[src/hdl/msp_tops.sv]
// Top-pointer table: one link per stack in a synchronous memory with valid bits.
// Depends on msp_pkg only by convention; uses no package items.
module msp_tops #(
  parameter int unsigned MAX_STACKS = 16,
  parameter int unsigned ENTRIES    = 128,
  localparam int unsigned AW = $clog2(ENTRIES),
  localparam int unsigned SW = (MAX_STACKS > 1) ? $clog2(MAX_STACKS) : 1
) (
  input  logic          clk_i,
  input  logic          rst_ni,
  input  logic          rd_en_i,
  input  logic [SW-1:0] rd_idx_i,
  input  logic          wr_en_i,
  input  logic [SW-1:0] wr_idx_i,
  input  logic [AW:0]   wr_link_i,
  output logic [AW:0]   top_o
);

  logic [AW:0]           mem [MAX_STACKS];
  logic [MAX_STACKS-1:0] vld_q;
  logic [AW:0]           rd_q;
  logic                  rd_vld_q;

  // Bit AW of a link marks null; a stack without a valid bit reads as null.
  always_ff @(posedge clk_i) begin
    if (wr_en_i) begin
      mem[wr_idx_i] <= wr_link_i;
    end
    if (rd_en_i) begin
      rd_q <= mem[rd_idx_i];
    end
  end

  always_ff @(posedge clk_i or negedge rst_ni) begin
    if (!rst_ni) begin
      vld_q    <= '0;
      rd_vld_q <= 1'b0;
    end else begin
      if (wr_en_i) begin
        vld_q[wr_idx_i] <= 1'b1;
      end
      if (rd_en_i) begin
        rd_vld_q <= vld_q[rd_idx_i];
      end
    end
  end

  assign top_o = rd_vld_q ? rd_q : {1'b1, {AW{1'b0}}};

endmodule

[config.mk]
export PLATFORM = sky130hd
export DESIGN_NAME = msp_tops
export DESIGN_NICKNAME = d
export VERILOG_FILES = /design/src/hdl/msp_tops.sv
export SDC_FILE = /design/constraint.sdc
export NUM_CORES = 1
export LEC_CHECK = 0
export BUFFER_PORTS_ARGS = -buffer_cell sky130_fd_sc_hd__buf_2
export CAP_MARGIN = 20
export CORE_ASPECT_RATIO = 0.5
export CORE_MARGIN = 3
export CORE_UTILIZATION = 35
export DETAILED_ROUTE_END_ITERATION = 7
export SLEW_MARGIN = 30
export SYNTH_ARGS = -nofsm -noshare
export SYNTH_HDL_FRONTEND = slang
export SYNTH_SLANG_ARGS = --single-unit
[constraint.sdc]
create_clock -name clk_i -period 2 [get_ports clk_i]
set_input_delay 0.2 -clock clk_i [delete_from_list [all_inputs] [get_ports clk_i]]
set_output_delay 0.2 -clock clk_i [all_outputs]
set_load 0.02 [all_outputs]
Word level (Yosys, flattened, before mapping)
Memory sizes are Yosys's and may differ from the RTL's. A register that Yosys moved wholly into a read port is not among the register bits.
Cells that the tools add are included.
{"block": "op_classes", "order_cmp": 3, "muxes": 7, "bitwise": 1, "reduce_logical": 1}
{"op": "$or A16 B16 Y16", "n": 1}
{"op": "$lt A4 B5 Y1 const B", "n": 2}
{"op": "$mux W8", "n": 1}
{"op": "$bmux W1 S4", "n": 1}
{"op": "$demux W1 S4", "n": 1}
{"op": "$ge A4 B1 Y1 const B", "n": 1}
{"op": "$mux W1", "n": 4}
{"op": "$logic_and A1 B1 Y1", "n": 1}
{"block": "word_totals", "ff_bits": 17, "mem_bits_rw": 128, "inputBits": 20, "output_inout_bits": 8, "elab_cells": 15, "mem_count": 1}
{"name": "mem", "depth": 16, "word_bits": 8, "rd": 1, "rd_ports_with_merged_regs": 1, "write_ports": 1, "line": "19", "source": "logic [AW:0] mem [MAX_STACKS];"}

Depth between registers and ports, before layout
{"block": "depth", "word_depth": 5, "mapped_depth": 5, "ltp_nobuf": 4}

Least setup slack after synthesis
No wires, ideal clock.
{"block": "synth_path", "path_type": "input port to flip-flop", "startpoint": "input rd_idx_i[1]", "endpoint": "register rd_q[0] (read register of mem), data pin", "setup_time_ns": 0.272, "arrival_time_ns": 1.578, "t_required_ns": 1.728, "setup_slack_ns": 0.150, "cell_stages": 4, "n_path_buf": 2, "cell_sequence": "clkbuf_1 > buf_1 > mux4_2 > mux4_2"}
{"element": "start, declared", "line": "12", "source": "input logic [SW-1:0] rd_idx_i,"}
{"element": "end, declared", "line": "21", "source": "logic [AW:0] rd_q;"}

==> impl_metrics.csv <==
group,metric,value,unit
sta,tightest_slew,0.4132,ns
worst_setup_path,r2r_setup_slack,0.38,ns
synth,syn_nets,278,
grt,antenna_found_initial,0,
floorplanning,io_pins,28,
grt,grt_first_pass_wirelength,18.29,mm
grt,grt.overflow.total,0,
layout,n_antenna_cell,0,
worst_hold_path,whs_endpoint,"mem[4][4]",
floorplanning,rows,33,
layout,multi_input_comb_area,0.001398,mm²
synth,yosysWarningCount,0,
clock_network,clkTransAtPathRegs,0.06,ns
clock_network,post_cts_buffers,0,
routing,drt.antenna.violating_nets,0,
routing,routed_via_density,4.910,
routing,drt_iter0_drc,158,
sta,period_share,80.99,%
worst_setup_path,worstSetupPathType,"flip-flop to flip-flop",
sta,setup-violations-final,0,
synth,synth_top_cell_by_area,"edfxtp_1",
worst_setup_path,r2r_cells,2,
grt,grt_pass1_vias,3097,
layout,drive_above_1_share,30.68,%
synth,synth-seq-cells,153,
sta,hold_viol,0,
worst_setup_path,slowest_stage,"mux4_1",
worst_setup_path,critPathMaxStageDelay,0.50,ns
layout,fin_area,0.007229,mm²
worst_hold_path,worstHoldPathCells,1,
grt,grt_max_degree,36,
layout,final-seq-area,0.004509,mm²
pwr,p_per_area,1049,mW/mm²
layout,fillers,1381,
worst_setup_path,worst-endpoint-required,2.15,ns
sta,finClkSkew,0.005941,ns
worst_setup_path,cp-end-kind,"flip-flop",
grt,grt.total_usage,13.45,%
place,numPortBuffers,27,
sta,period_needed,1.620,ns
pwr,irDropWorstVdd,609.6,µV
worst_setup_path,worst_r2r_endpoint,"rd_q[5]",
place,hpwl,7.868,mm
layout,syn_to_final_growth,20.65,%
routing,drt_wl_total,11.81,mm
clock_network,cts-root-buf,"clkbuf_16",
sta,max_slew_margin,72.24,%
worst_hold_path,hp-class,"input port to flip-flop",
place,place_area,0.006584,mm²
floorplanning,initial_core_util,36.19,%
sta,setup_tns,0,ns
synth,yosys.area.top_type_share,68.16,%
worst_setup_path,path_buf_inv,0,
status,status,"completed",
synth,ys_top_cells_by_area,"edfxtp_1 68%, mux4_1 12%, dfrtp_1 7.1%",
pwr,p_total,7.585,mW
synth,syn_area_per_cell,23.22,µm²
clock_network,cts_sinks,153,
synth,mappedNetlistArea,0.005992,mm²
clock_network,ctsHoldBuffers,1,
floorplanning,die_h,98.52,µm
floorplanning,core_area,0.01656,mm²
worst_hold_path,worstHoldStart,"wr_link_i[4]",
routing,post-route-drc-count,0,
clock_network,ctsResizeCount,0,
clock_network,htreeDepth,4,
pwr,p_leak,2.489,nW
clock_network,cts_buffers,17,
synth,yosysSeqAreaShare,75.26,%
clock_network,cts_tree,"done",
worst_setup_path,critPathLaunchType,"flip-flop",
routing,vias,2779,
worst_setup_path,worstPathArrival,1.77,ns
worst_setup_path,crit_family,"multiplexers",
flow_run,cap_violations,0,
sta,fmax,617.4,MHz
routing,wl_per_cell,20.86,µm
worst_setup_path,r2r-start,"mem[8][5]",
layout,nets,346,
worst_setup_path,crit_chain,"mux4_1 -> mux4_2",
floorplanning,dieArea,0.01882,mm²
sta,slew_violations,0,
worst_setup_path,critPathMaxFanout,1,
clock_network,clock_path_buffers,2,
floorplanning,fp.dieW,191.0,µm
place,gp_congestion,0.8459,
clock_network,clk_latency,0.41,ns
routing,firstDrtPassIters,4,
synth,synthDistinctLibCells,21,
sta,rsz0062_at_grt,"false",
synth,syn_inst,258,
[final cells by class]
type	instances	share of cell area (%)
sequential	153	62.37
tap	227	3.929
multi-input combinational	95	19.33
clock buffer	20	6.040
clock inverter	12	2.752
timing repair buffer	59	5.573
[layout by cell type (no fill, tap or decap)]
master         instances
and2_1                 7
buf_12                 2
buf_2                 27
buf_4                 29
bufinv_16              5
clkbuf_1               3
clkbuf_16             17
clkinv_2               3
clkinv_4               3
clkinvlp_4             1
dfrtp_1               17
dlygate4sd3_1          1
edfxtp_1             136
mux2_2                 1
mux2i_1                3
mux4_1                28
mux4_2                16
nand2_1                1
nand2b_1               3
nand3_1                1
nand3b_1               2
nor2_1                12
nor3_1                 4
or2_1                 16
or3b_1                 1
[power breakdown]
| group | internal (mW) | total, mW | switching, mW |
|---|---|---|---|
| clock | 2.21 | 3.42 | 1.20 |
| sequential | 3.62 | 3.68 | 0.0605 |
| combinational | 0.235 | 0.490 | 0.255 |
[cells in the mapped netlist]
cell      count
and2_1        7
buf_1         2
buf_12        1
buf_2         1
buf_6         1
buf_8         2
clkbuf_1      3
dfrtp_1      17
edfxtp_1    136
mux2_2        1
mux2i_1       3
mux4_1       28
mux4_2       16
nand2_1       1
nand2b_1      3
nand3_1       1
nand3b_1      2
nor2_1       12
nor3_1        4
or2_1        16
or3b_1        1
[worst max path at each step]
stage,end,start,slack [ns],depth (start not counted)
global placement,rd_q[3],rd_idx_i[0],0.09,4
CTS,rd_q[7],mem[10][7],0.37,2
global route,rd_q[7],mem[12][7],0.34,2
finish,rd_q[5],mem[8][5],0.38,2
floorplan,rd_q[0],rd_idx_i[1],0.15,4
detailed placement,rd_q[3],rd_idx_i[0],0.05,4
[layer usage]
metal	vias up	global-route usage, %	share of wire (%)
met2	65	22.10	50
met4	0	5.127	1.8
met5	-	0	0
li1	1236	-	-
met1	1458	17.28	43
met3	20	3.660	4.6
[through the flow]
step | worst slack [ns] | hold slack [ns] | std cells | utilization, %
after detailed placement | 0.04824 | 0.1448 | 533 | 39.76
after global routing | 0.3403 | 0.1664 | 566 | 43.66
final | 0.3803 | 0.1645 | 566 | 43.66
after floorplan | 0.1504 | -0.09559 | 258 | -
after CTS | 0.3739 | 0.1533 | 566 | 43.66
after global placement | 0.08704 | 0.1288 | 533 | 39.76
[cells by family after synthesis]
kind of cell  after synthesis  share of synthesized area [%]
buf+inv                    10                          1.420
simple gates               47                          4.343
flops                     153                          75.26
mux                        48                          18.98
[registers in the layout, indices dropped and copies added, names as in the netlist]
| name | count |
|---|---|
| mem | 128 |
| vld_q | 16 |
| rd_q | 8 |
| rd_vld_q | 1 |
Note: power is estimated with default switching activity, not from simulation.
